<file path="src/rtl/core/pbba_pkg.sv">
// Package for the page block bitmap allocator: sizes, operation codes and types.
package pbba_pkg;
  localparam int MAX_BLOCKS = 1024;
  localparam int WORD_W     = 32;
  localparam int NUM_WORDS  = MAX_BLOCKS / WORD_W;
  localparam int WADDR_W    = $clog2(NUM_WORDS);
  localparam int BIDX_W     = $clog2(MAX_BLOCKS);
  localparam int BIT_W      = $clog2(WORD_W);
  localparam int CNT_W      = 11;
  localparam int SIZE_W     = 7;
  localparam int GOFF_W     = 10;
  localparam int OFF_W      = 10;
  localparam int OP_W       = 3;
  localparam int CFG_IDX_W  = 1;
  localparam int CFG_DATA_W = 11;

  localparam logic [OP_W-1:0] OP_INIT  = 3'd0;
  localparam logic [OP_W-1:0] OP_ALLOC = 3'd1;
  localparam logic [OP_W-1:0] OP_TMARK = 3'd2;
  localparam logic [OP_W-1:0] OP_UNMRK = 3'd3;
  localparam logic [OP_W-1:0] OP_TEST  = 3'd4;
  localparam logic [OP_W-1:0] OP_SWEEP = 3'd5;
  // Unassigned codes: no state change and an all-zero result.
  localparam logic [OP_W-1:0] OP_RSVD6 = 3'd6;
  localparam logic [OP_W-1:0] OP_RSVD7 = 3'd7;

  localparam logic [CFG_IDX_W-1:0] REG_BLOCK_COUNT = 1'd0;
  localparam logic [CFG_IDX_W-1:0] REG_BLOCK_SIZE  = 1'd1;

  typedef struct packed {
    logic [OP_W-1:0]   operation;
    logic [GOFF_W-1:0] granule_offset;
  } in_item_t;

  typedef struct packed {
    logic              ok;
    logic [BIDX_W-1:0] block_index;
    logic [OFF_W-1:0]  block_offset;
    logic              was_marked;
    logic              page_full;
  } out_item_t;
endpackage

</file>
<file path="src/rtl/core/pbba_if.sv">
// Valid/ready channel interface carrying one payload.
interface pbba_if #(parameter type payload_t = logic);
  logic     valid;
  logic     ready;
  payload_t data;
  modport source (output valid, output data, input ready);
  modport sink   (input valid, input data, output ready);
endinterface

</file>
<file path="src/rtl/core/pbba_div.sv">
// Restoring divider: one quotient bit per cycle, granule offset by block size.
module pbba_div import pbba_pkg::*; (
  input  logic              clk,
  input  logic              rst_n,
  input  logic              start,
  input  logic [GOFF_W-1:0] dividend,
  input  logic [SIZE_W-1:0] divisor,
  output logic              done,
  output logic [GOFF_W-1:0] quotient
);
  localparam int STEP_W = $clog2(GOFF_W + 1);
  logic [GOFF_W-1:0] q_r, q_nxt;
  logic [SIZE_W:0]   rem_r, rem_nxt;
  logic [STEP_W-1:0] step_r, step_nxt;
  logic              busy_r, busy_nxt;
  logic [SIZE_W:0]   trial;

  // One shift and subtract per cycle.
  always_comb begin
    q_nxt    = q_r;
    rem_nxt  = rem_r;
    step_nxt = step_r;
    busy_nxt = busy_r;
    trial    = {rem_r[SIZE_W-1:0], q_r[GOFF_W-1]};
    done     = 1'b0;
    if (start) begin
      q_nxt    = dividend;
      rem_nxt  = '0;
      step_nxt = STEP_W'(GOFF_W);
      busy_nxt = 1'b1;
    end else if (busy_r) begin
      if (step_r == '0) begin
        busy_nxt = 1'b0;
        done     = 1'b1;
      end else begin
        if (trial >= {1'b0, divisor}) begin
          rem_nxt = trial - {1'b0, divisor};
          q_nxt   = {q_r[GOFF_W-2:0], 1'b1};
        end else begin
          rem_nxt = trial;
          q_nxt   = {q_r[GOFF_W-2:0], 1'b0};
        end
        step_nxt = step_r - 1'b1;
      end
    end
  end

  always_ff @(posedge clk) begin
    if (!rst_n) begin
      busy_r <= 1'b0;
      step_r <= '0;
    end else begin
      busy_r <= busy_nxt;
      step_r <= step_nxt;
    end
    q_r   <= q_nxt;
    rem_r <= rem_nxt;
  end

  assign quotient = q_r;
endmodule

</file>
<file path="src/rtl/core/page_block_bitmap_allocator.sv">
// Top level of the page block bitmap allocator.
//  channel | direction | payload
//  in_     | sink      | operation, granule_offset
//  out_    | source    | ok, block_index, block_offset, was_marked, page_full
//  cfg_    | write     | block_count (0), block_size_granules (1)
// Alloc reads, then checks, each 32-bit bitmap word in turn.
// Sweep walks all 32 words the same way. Init clears all 32 words.
// Mark ops run the divider, then a read and a write of one word.
// After reset both bitmaps are cleared by a pass over all words before input is taken.
// in_ready is low while an item runs or while a result waits on out_ready.
module page_block_bitmap_allocator import pbba_pkg::*; (
  input  logic                  clk,
  input  logic                  rst_n,
  pbba_if.sink                  in_ch,
  pbba_if.source                out_ch,
  input  logic                  cfg_we,
  input  logic [CFG_IDX_W-1:0]  cfg_index,
  input  logic [CFG_DATA_W-1:0] cfg_data
);
  localparam logic [2:0] S_CLEAR = 3'd0;
  localparam logic [2:0] S_IDLE  = 3'd1;
  localparam logic [2:0] S_WALK  = 3'd2;
  localparam logic [2:0] S_DIV   = 3'd3;
  localparam logic [2:0] S_MRD   = 3'd4;
  localparam logic [2:0] S_MWR   = 3'd5;
  localparam logic [2:0] S_OUT   = 3'd6;

  logic [2:0]         state_r, state_nxt;
  logic [CNT_W-1:0]   count_r;
  logic [SIZE_W-1:0]  size_r;
  logic [WORD_W-1:0]  used_mem [NUM_WORDS];
  logic [WORD_W-1:0]  mark_mem [NUM_WORDS];
  logic [WORD_W-1:0]  used_rd_r, mark_rd_r;
  logic [WADDR_W:0]   waddr_r, waddr_nxt;
  logic               rd_pend_r, rd_pend_nxt;
  logic [OP_W-1:0]    op_r;
  logic [GOFF_W-1:0]  goff_r;
  logic [BIDX_W-1:0]  qidx_r;
  logic               any_r, any_nxt, all_r, all_nxt;
  out_item_t          res_r, res_nxt;
  logic               out_valid_r, out_valid_nxt;
  logic               boot_r;
  logic [BIDX_W:0]    usable;
  logic [SIZE_W-1:0]  eff_size;
  logic               div_start, div_done;
  logic               div_go_r;
  logic [GOFF_W-1:0   ] quot;
  logic               used_we, mark_we;
  logic [WORD_W-1:0]  used_wd, mark_wd;
  logic [WADDR_W-1:0] wa, ra, rda;
  logic [WORD_W-1:0]  lane_ok, free_bits;
  logic [BIT_W-1:0]   first_bit;
  logic               found;
  logic [BIDX_W:0]    base_idx;
  logic [BIDX_W-1:0]  alloc_idx;
  logic [16:0]        prod_r;
  logic               in_rng;

  assign usable   = (count_r > CNT_W'(MAX_BLOCKS)) ? (BIDX_W+1)'(MAX_BLOCKS)
                                                   : (BIDX_W+1)'(count_r);
  assign eff_size = (size_r == '0) ? SIZE_W'(1) : size_r;
  assign ra       = waddr_r[WADDR_W-1:0];
  assign wa       = (state_r == S_MWR) ? qidx_r[BIDX_W-1:BIT_W] : ra;
  assign rda      = (state_r == S_MRD) ? qidx_r[BIDX_W-1:BIT_W] : ra;
  assign base_idx = {waddr_r, {BIT_W{1'b0}}};

  // Lanes of the current word that lie below the usable count.
  always_comb begin
    for (int b = 0; b < WORD_W; b++) begin
      lane_ok[b] = ((base_idx + (BIDX_W+1)'(b)) < usable);
    end
    free_bits = ~used_rd_r & lane_ok;
    found     = |free_bits;
    first_bit = '0;
    for (int b = WORD_W - 1; b >= 0; b--) begin
      if (free_bits[b]) first_bit = BIT_W'(b);
    end
  end
  assign alloc_idx = {ra, first_bit};
  assign in_rng    = ((BIDX_W+1)'(qidx_r) < usable) && (quot == qidx_r);

  // Configuration writes.
  always_ff @(posedge clk) begin
    if (!rst_n) begin
      count_r <= CNT_W'(MAX_BLOCKS);
      size_r  <= SIZE_W'(1);
    end else if (cfg_we) begin
      unique case (cfg_index)
        REG_BLOCK_COUNT: count_r <= cfg_data[CNT_W-1:0];
        REG_BLOCK_SIZE:  size_r  <= cfg_data[SIZE_W-1:0];
        default: ;
      endcase
    end
  end

  pbba_div u_div (
    .clk(clk), .rst_n(rst_n), .start(div_start), .dividend(goff_r),
    .divisor(eff_size), .done(div_done), .quotient(quot)
  );

  assign in_ch.ready  = (state_r == S_IDLE) && !out_valid_r;
  assign out_ch.valid = out_valid_r;
  assign out_ch.data  = res_r;

  // Sequencer.
  always_comb begin
    state_nxt     = state_r;
    waddr_nxt     = waddr_r;
    rd_pend_nxt   = 1'b0;
    any_nxt       = any_r;
    all_nxt       = all_r;
    res_nxt       = res_r;
    out_valid_nxt = out_valid_r && !out_ch.ready;
    used_we       = 1'b0;
    mark_we       = 1'b0;
    used_wd       = '0;
    mark_wd       = '0;
    unique case (state_r)
      S_CLEAR: begin
        used_we   = 1'b1;
        mark_we   = 1'b1;
        waddr_nxt = waddr_r + 1'b1;
        // The pass after reset returns to idle; an init transaction reports a result.
        if (ra == WADDR_W'(NUM_WORDS - 1)) state_nxt = boot_r ? S_IDLE : S_OUT;
      end
      S_IDLE: begin
        if (in_ch.valid && in_ch.ready) begin
          res_nxt   = '0;
          waddr_nxt = '0;
          any_nxt   = 1'b0;
          all_nxt   = (usable != '0);
          unique case (in_ch.data.operation) inside
            OP_INIT:  state_nxt = S_CLEAR;
            OP_ALLOC, OP_SWEEP: begin
              state_nxt   = S_WALK;
              rd_pend_nxt = 1'b1;
            end
            OP_TMARK, OP_UNMRK, OP_TEST: state_nxt = S_DIV;
            default: state_nxt = S_OUT;
          endcase
        end
      end
      S_WALK: begin
        if (rd_pend_r) begin
          // Registered read of the current word is not yet back.
        end else if (op_r == OP_ALLOC) begin
          if (found) begin
            used_we              = 1'b1;
            used_wd              = used_rd_r | (WORD_W'(1) << first_bit);
            res_nxt.ok           = 1'b1;
            res_nxt.block_index  = alloc_idx;
            state_nxt            = S_MWR;
          end else if (ra == WADDR_W'(NUM_WORDS - 1)) begin
            state_nxt = S_OUT;
          end else begin
            waddr_nxt   = waddr_r + 1'b1;
            rd_pend_nxt = 1'b1;
          end
        end else begin
          used_we = 1'b1;
          mark_we = 1'b1;
          used_wd = mark_rd_r;
          if ((mark_rd_r & lane_ok) != '0) any_nxt = 1'b1;
          if ((~mark_rd_r & lane_ok) != '0) all_nxt = 1'b0;
          if (ra == WADDR_W'(NUM_WORDS - 1)) begin
            res_nxt.ok        = any_nxt;
            res_nxt.page_full = any_nxt && all_nxt;
            state_nxt         = S_OUT;
          end else begin
            waddr_nxt   = waddr_r + 1'b1;
            rd_pend_nxt = 1'b1;
          end
        end
      end
      S_DIV: begin
        if (div_done) state_nxt = S_MRD;
      end
      S_MRD: begin
        res_nxt.block_index = qidx_r;
        state_nxt           = S_MWR;
      end
      S_MWR: begin
        if (op_r == OP_ALLOC) begin
          res_nxt.block_offset = prod_r[OFF_W-1:0];
          state_nxt            = S_OUT;
        end else begin
          if (in_rng) begin
            res_nxt.was_marked = mark_rd_r[qidx_r[BIT_W-1:0]];
            mark_wd            = mark_rd_r;
            if (op_r == OP_TMARK) begin
              mark_we = 1'b1;
              mark_wd[qidx_r[BIT_W-1:0]] = 1'b1;
            end else if (op_r == OP_UNMRK) begin
              mark_we = 1'b1;
              mark_wd[qidx_r[BIT_W-1:0]] = 1'b0;
            end
          end
          state_nxt = S_OUT;
        end
      end
      S_OUT: begin
        out_valid_nxt = 1'b1;
        state_nxt     = S_IDLE;
      end
      default: state_nxt = S_IDLE;
    endcase
  end

  // Divider is started in the cycle after acceptance of a mark or test operation.
  assign div_start = div_go_r;

  // Bitmap memories: one word written and one word read per cycle.
  always_ff @(posedge clk) begin
    if (used_we) used_mem[wa] <= used_wd;
    if (mark_we) mark_mem[wa] <= mark_wd;
    used_rd_r <= used_mem[rda];
    mark_rd_r <= mark_mem[rda];
  end

  // Control and payload registers.
  always_ff @(posedge clk) begin
    if (!rst_n) begin
      state_r     <= S_CLEAR;
      waddr_r     <= '0;
      rd_pend_r   <= 1'b0;
      out_valid_r <= 1'b0;
      div_go_r    <= 1'b0;
      boot_r      <= 1'b1;
    end else begin
      state_r     <= state_nxt;
      waddr_r     <= waddr_nxt;
      rd_pend_r   <= rd_pend_nxt;
      out_valid_r <= out_valid_nxt;
      div_go_r    <= (state_r == S_IDLE) && (state_nxt == S_DIV);
      if (state_r == S_CLEAR && ra == WADDR_W'(NUM_WORDS - 1)) boot_r <= 1'b0;
    end
    any_r  <= any_nxt;
    all_r  <= all_nxt;
    res_r  <= res_nxt;
    prod_r <= 17'(alloc_idx) * 17'(eff_size);
    if (in_ch.valid && in_ch.ready) begin
      op_r   <= in_ch.data.operation;
      goff_r <= in_ch.data.granule_offset;
    end
    if (state_r == S_DIV && div_done) qidx_r <= quot;
    else if (state_r == S_IDLE) qidx_r <= '0;
  end

  // A result is never offered while a new transaction can be accepted.
  a_no_overlap: assert property (@(posedge clk) disable iff (!rst_n)
    out_valid_r |-> !in_ch.ready) else $error("accept while result pending");
  // A stalled result holds its payload.
  a_hold: assert property (@(posedge clk) disable iff (!rst_n)
    out_valid_r && !out_ch.ready |=> $stable(res_r)) else $error("result changed");
  // Alloc success never reports a block at or above the usable count.
  a_alloc_rng: assert property (@(posedge clk) disable iff (!rst_n)
    out_valid_r && op_r == OP_ALLOC && res_r.ok |->
      (BIDX_W+1)'(res_r.block_index) < usable) else $error("alloc out of range");
endmodule

</file>
<file path="src/flat_wrapper.sv">
// flat-port wrapper written by rule: the top's interface ports become plain ports
module page_block_bitmap_allocator_flat import pbba_pkg::*;
  (clk, rst_n, cfg_we, cfg_index, cfg_data, in_ch_valid, in_ch_data, in_ch_ready, out_ch_valid, out_ch_data, out_ch_ready);
  pbba_if #(.payload_t(in_item_t)) in_ch_i ();
  pbba_if #(.payload_t(out_item_t)) out_ch_i ();
  input  logic clk;
  input  logic rst_n;
  input  logic cfg_we;
  input  logic [CFG_IDX_W-1:0] cfg_index;
  input  logic [CFG_DATA_W-1:0] cfg_data;
  input wire logic [$bits(in_ch_i.valid)-1:0] in_ch_valid;
  input wire logic [$bits(in_ch_i.data)-1:0] in_ch_data;
  output wire logic [$bits(in_ch_i.ready)-1:0] in_ch_ready;
  output wire logic [$bits(out_ch_i.valid)-1:0] out_ch_valid;
  output wire logic [$bits(out_ch_i.data)-1:0] out_ch_data;
  input wire logic [$bits(out_ch_i.ready)-1:0] out_ch_ready;
  assign in_ch_i.valid = in_ch_valid;
  assign in_ch_i.data = in_ch_data;
  assign in_ch_ready = in_ch_i.ready;
  assign out_ch_valid = out_ch_i.valid;
  assign out_ch_data = out_ch_i.data;
  assign out_ch_i.ready = out_ch_ready;
  page_block_bitmap_allocator u_core (.clk(clk), .rst_n(rst_n), .in_ch(in_ch_i), .out_ch(out_ch_i), .cfg_we(cfg_we), .cfg_index(cfg_index), .cfg_data(cfg_data));
endmodule
</file>
<file path="config.mk">
export PLATFORM = sky130hd
export DESIGN_NAME = page_block_bitmap_allocator_flat
export DESIGN_NICKNAME = d
export VERILOG_FILES = /design/src/rtl/core/pbba_pkg.sv /design/src/rtl/core/pbba_if.sv /design/src/rtl/core/pbba_div.sv /design/src/rtl/core/page_block_bitmap_allocator.sv /design/src/flat_wrapper.sv
export SDC_FILE = /design/constraint.sdc
export NUM_CORES = 2
export LEC_CHECK = 0
export BUFFER_PORTS_ARGS = -buffer_cell sky130_fd_sc_hd__buf_4
export CAP_MARGIN = 20
export CORE_MARGIN = 1
export CORE_UTILIZATION = 30
export DETAILED_ROUTE_END_ITERATION = 10
export PLACE_DENSITY = 0.55
export SETUP_SLACK_MARGIN = 0.15
export SYNTH_ARGS = -nofsm -noshare
export SYNTH_HDL_FRONTEND = slang
export SYNTH_SLANG_ARGS = --single-unit
</file>
<file path="constraint.sdc">
create_clock -name clk -period 7.31 [get_ports clk]
set_input_delay 0.3655 -clock clk [delete_from_list [all_inputs] [get_ports clk]]
set_output_delay 0.3655 -clock clk [all_outputs]
set_load 0.01 [all_outputs]
</file>
==> impl_results.md <==
- Reg2reg path depth: 26
- Startpoint Class: flop
- Cell Count, Final, Fillers Out: between 10k and 15k
- Status: finished clean
- Mapped Nets: 7,487
- Cell count along the critical path: 26
- Total Power: approximately 0.028 W
- Metal-1 WL: roughly 130,000 um
- CTS Buffer Depth: 4
- R2r startpoint: u_core.count_r[10]
- Seq/Total Area, Yosys: 0.709
- Worst path arrival time: around 7.7 ns
- Worst-path clk slew: ~0.060 ns
- First drt pass iteration count: 6
- RePlAce Congestion: a little over 0.9
- Syn Std Cell Area: between 0.09 and 0.1 mm2
- Die W: 557 um
- Met2 Routed Length: approximately 130,000 um
- Global-route wire length before repair: roughly 420,000 um
- Initial antenna violation count: 11
- Top_reg_cell synth: edfxtp_1
- Peak VDD IR: around 190 uV
- Hold Vio Cnt, Final: 0
- Flop and latch count out of synthesis: about 2.2k
- CP Buf/Inv Count: 5
- Wire length per cell: 24.9 um
- CP max-delay cell: a211oi_2
- Routed vias/inst: between 5 and 6
- HPWL Detailed: approximately 150,000 um
- FF-to-FF setup slack: about 0.45 ns
- Pleak: around 36 nW
- Top layer in use: met5
- Core Region: around 0.3 mm2
- Number of global-route vias before repair: just under 60k
- Clock root buffer: clkbuf_16
- Clock tree sinks: approximately 2.2k
- Hold_sp: cfg_index
- Synth-to-layout area growth: 15.6%
- I/O pin cnt: 55
- Met3 WL post-DR: around 21,000 um
- RSZ-0062 raised after global routing: no
- Detailed-route DRC error count: 0
- Avg Cell Area, Syn: between 10 and 15 um2
- Worst Clk Skew: between 0.06 and 0.07 ns
- Dominant cells by area after synthesis: edfxtp_1 (68%), nand2_1 (8.8%), a311oi_1 (3.7%), nand3_1 (2.9%), dfxtp_1 (2.5%)
- Delay-heaviest family, CP: adder cells
- Placed cell count: around 11k
- Dpl cell area: ~0.099 mm2
- Die height: about 560 um
- Final instance area: 0.107 mm2
- CTS buffer count: 220
- Crit path kind: reg -> reg
- Rows: 203
- Post-DRT Antenna Nets: 0
- Share of cells above drive strength 1: 0.110
- Max Freq: 146 MHz
- Post-synth EDFFs: around 2.1k
- Syn Inst Count: between 7k and 8k
- Endpoints failing setup: 0
- GR Overflow Total: 0
- Hold crit path type: in -> reg
- Die ar.: between 0.3 and 0.4 mm2
- Vias: about 62k
- CTS tree: done
- Worst hold path depth: 4
- Crit path capture type: flop
- WHS: around 0.13 ns
- Layout fillers: just under 30k
- Final period util: 0.938
- Gr usage total: 0.183
- Critical Path RT: about 8.1 ns
- Total wire length: 292,000 um
- Worst path most repeated cell: inv_1
- Starting Density: 0.302
- Worst-Skew Late Latency: approximately 0.90 ns
- Port Buf Inserts: 54
- Fin nets: 7,534
- Worst-Margin Slew: 1.17 ns
- FF+latch area: around 0.066 mm2
- Yosys top cell area share: 0.684
- PD cells: about 260 mW/mm2
- Asr flop ratio synth: 0
- Total Neg Setup Slack: 0 ns
- YS warnings: 0
- Max-slew violation count: 0
- Min cycle time layout: between 6 and 7 ns
- Worst reg2reg path endpoint: u_core.prod_r[9]
- Iter 0 DRT Violations: 6,889
- Hold worst-path end: u_core.count_r[4]
- Worst-path fanout max: 14
- Footprint of the multi-input gates: between 0.02 and 0.03 mm2
- Count of cell types in the netlist: 96
- Largest net degree at the start of global routing: ~180
- Max cap viols: 0
- Area leader, netlist: edfxtp_1
- Max incr delay on CP: approximately 0.53 ns
- CTS H-tree lvls: 4
- Relative slew slack: 0.222
-- per-layer routing --
layer / GRT usage / up-vias
met5: 0 / -
met4: 0.0569 / 8
met3: 0.0264 / 429
met2: 0.291 / 2470
met1: 0.256 / 31500
li1: - / 27500
-- worst reg2reg max path: cells and delay by family (launching register included) --
family | cells | cell delay [ns]
AND/OR/NAND/NOR | 5 | 1.18
flip-flops | 1 | 0.31
adder cells (fa/ha/maj) | 6 | 2.38
buffers and inverters | 5 | 0.62
XOR/XNOR | 3 | 0.49
AO/OA/AOI/OAI | 7 | 1.82
-- power by group --
part	internal, W	switching, W
combinational	0.000865	0.00182
sequential	0.0140	0.000308
clock	0.00623	0.00484
-- worst max path at each step --
stage | from | to | slack (ns)
6_report | u_core.count_r[10] | u_core.prod_r[9] | 0.45
5_1_grt | u_core.count_r[10] | u_core.prod_r[9] | 0.16
4_1_cts | u_core.count_r[10] | u_core.prod_r[9] | 0.27
3_3_place_gp | u_core.count_r[10] | u_core.prod_r[9] | 0.21
2_1_floorplan | u_core.count_r[10] | u_core.prod_r[9] | 0.70
3_5_place_dp | u_core.count_r[10] | u_core.prod_r[9] | 0.32
-- area by class of cell --
type                       instances  share of cell area
antenna                            5            0.000117
clock buffer                     288              0.0550
clock inverter                   104             0.00958
inverter                          81             0.00284
multi-input combinational       4559               0.240
sequential                      2223               0.613
tap                             4100              0.0480
timing repair buffer             354              0.0312
-- what timing repair did --
| item | in CTS | in global routing |
|---|---|---|
| setup endpoints to repair | 0 | 1 |
| endpoints found under the hold margin | 46 | 0 |
| hold buffers | 42 | 0 |
| gates resized for setup | 0 | 9 |
| setup buffers | 0 | 1 |
-- cells in the final DEF (no fill, tap or decap), types with 18 or more instances in the layout --
master	count
a211oi_1	74
a211oi_4	33
a21boi_0	18
a21o_1	81
a21oi_1	117
a21oi_2	39
a311oi_1	386
a31oi_1	136
and2_1	42
and3_1	265
buf_12	23
buf_4	250
buf_8	38
clkbuf_1	56
clkbuf_16	220
clkinv_1	30
clkinv_2	37
dfxtp_1	117
dlygate4sd3_1	42
edfxtp_1	2106
fa_1	23
ha_1	42
inv_1	79
nand2_1	2171
nand3_1	539
nand3b_1	20
nor2_1	62
nor2_4	32
nor3_1	30
o21ai_0	79
o22ai_1	21
or3_1	40
xnor2_1	28
-- cell usage after synthesis (82+ instances only) --
| library cell | n |
|---|---|
| edfxtp_1 | 2106 |
| a31oi_1 | 141 |
| a211oi_1 | 108 |
| clkbuf_1 | 463 |
| dfxtp_1 | 117 |
| a21o_1 | 82 |
| a21oi_1 | 158 |
| nand3_1 | 539 |
| a311oi_1 | 386 |
| nor2_1 | 96 |
| nand2_1 | 2172 |
| and3_1 | 265 |
-- cells by family after synthesis --
| logic type | share of synthesized area |
|---|---|
| buffers and inverters | 0.0257 |
| and+or+nand+nor | 0.156 |
| DFF | 0.709 |
| muxes | 0.00545 |
| xor gates and xnor gates | 0.00360 |
| AOI/OAI and AO/OA | 0.0900 |
| adders and majority gates | 0.0107 |
-- flip-flops by register name, summed over array words and instances, names as in the netlist, 3 cells and up --
signal / flops
u_core.mark_mem: 1024
u_core.used_mem: 1024
u_core.mark_rd_r: 32
u_core.used_rd_r: 32
u_core.out_ch.data: 23
u_core.count_r: 11
u_core.goff_r: 10
u_core.prod_r: 10
u_core.qidx_r: 10
u_core.u_div.quotient: 10
u_core.size_r: 7
u_core.u_div.rem_r: 7
u_core.waddr_r: 6
u_core.u_div.step_r: 4
u_core.op_r: 3
u_core.state_r: 3
-- per-stage QoR --
step | setup WS (ns) | utilization
after detailed placement | 0.317 | 0.323
after global placement | 0.206 | 0.323
after global routing | 0.163 | 0.349
after floorplan | 0.695 | -
final | 0.453 | 0.349
after CTS | 0.266 | 0.347
Power figures use the tool's default switching activity.
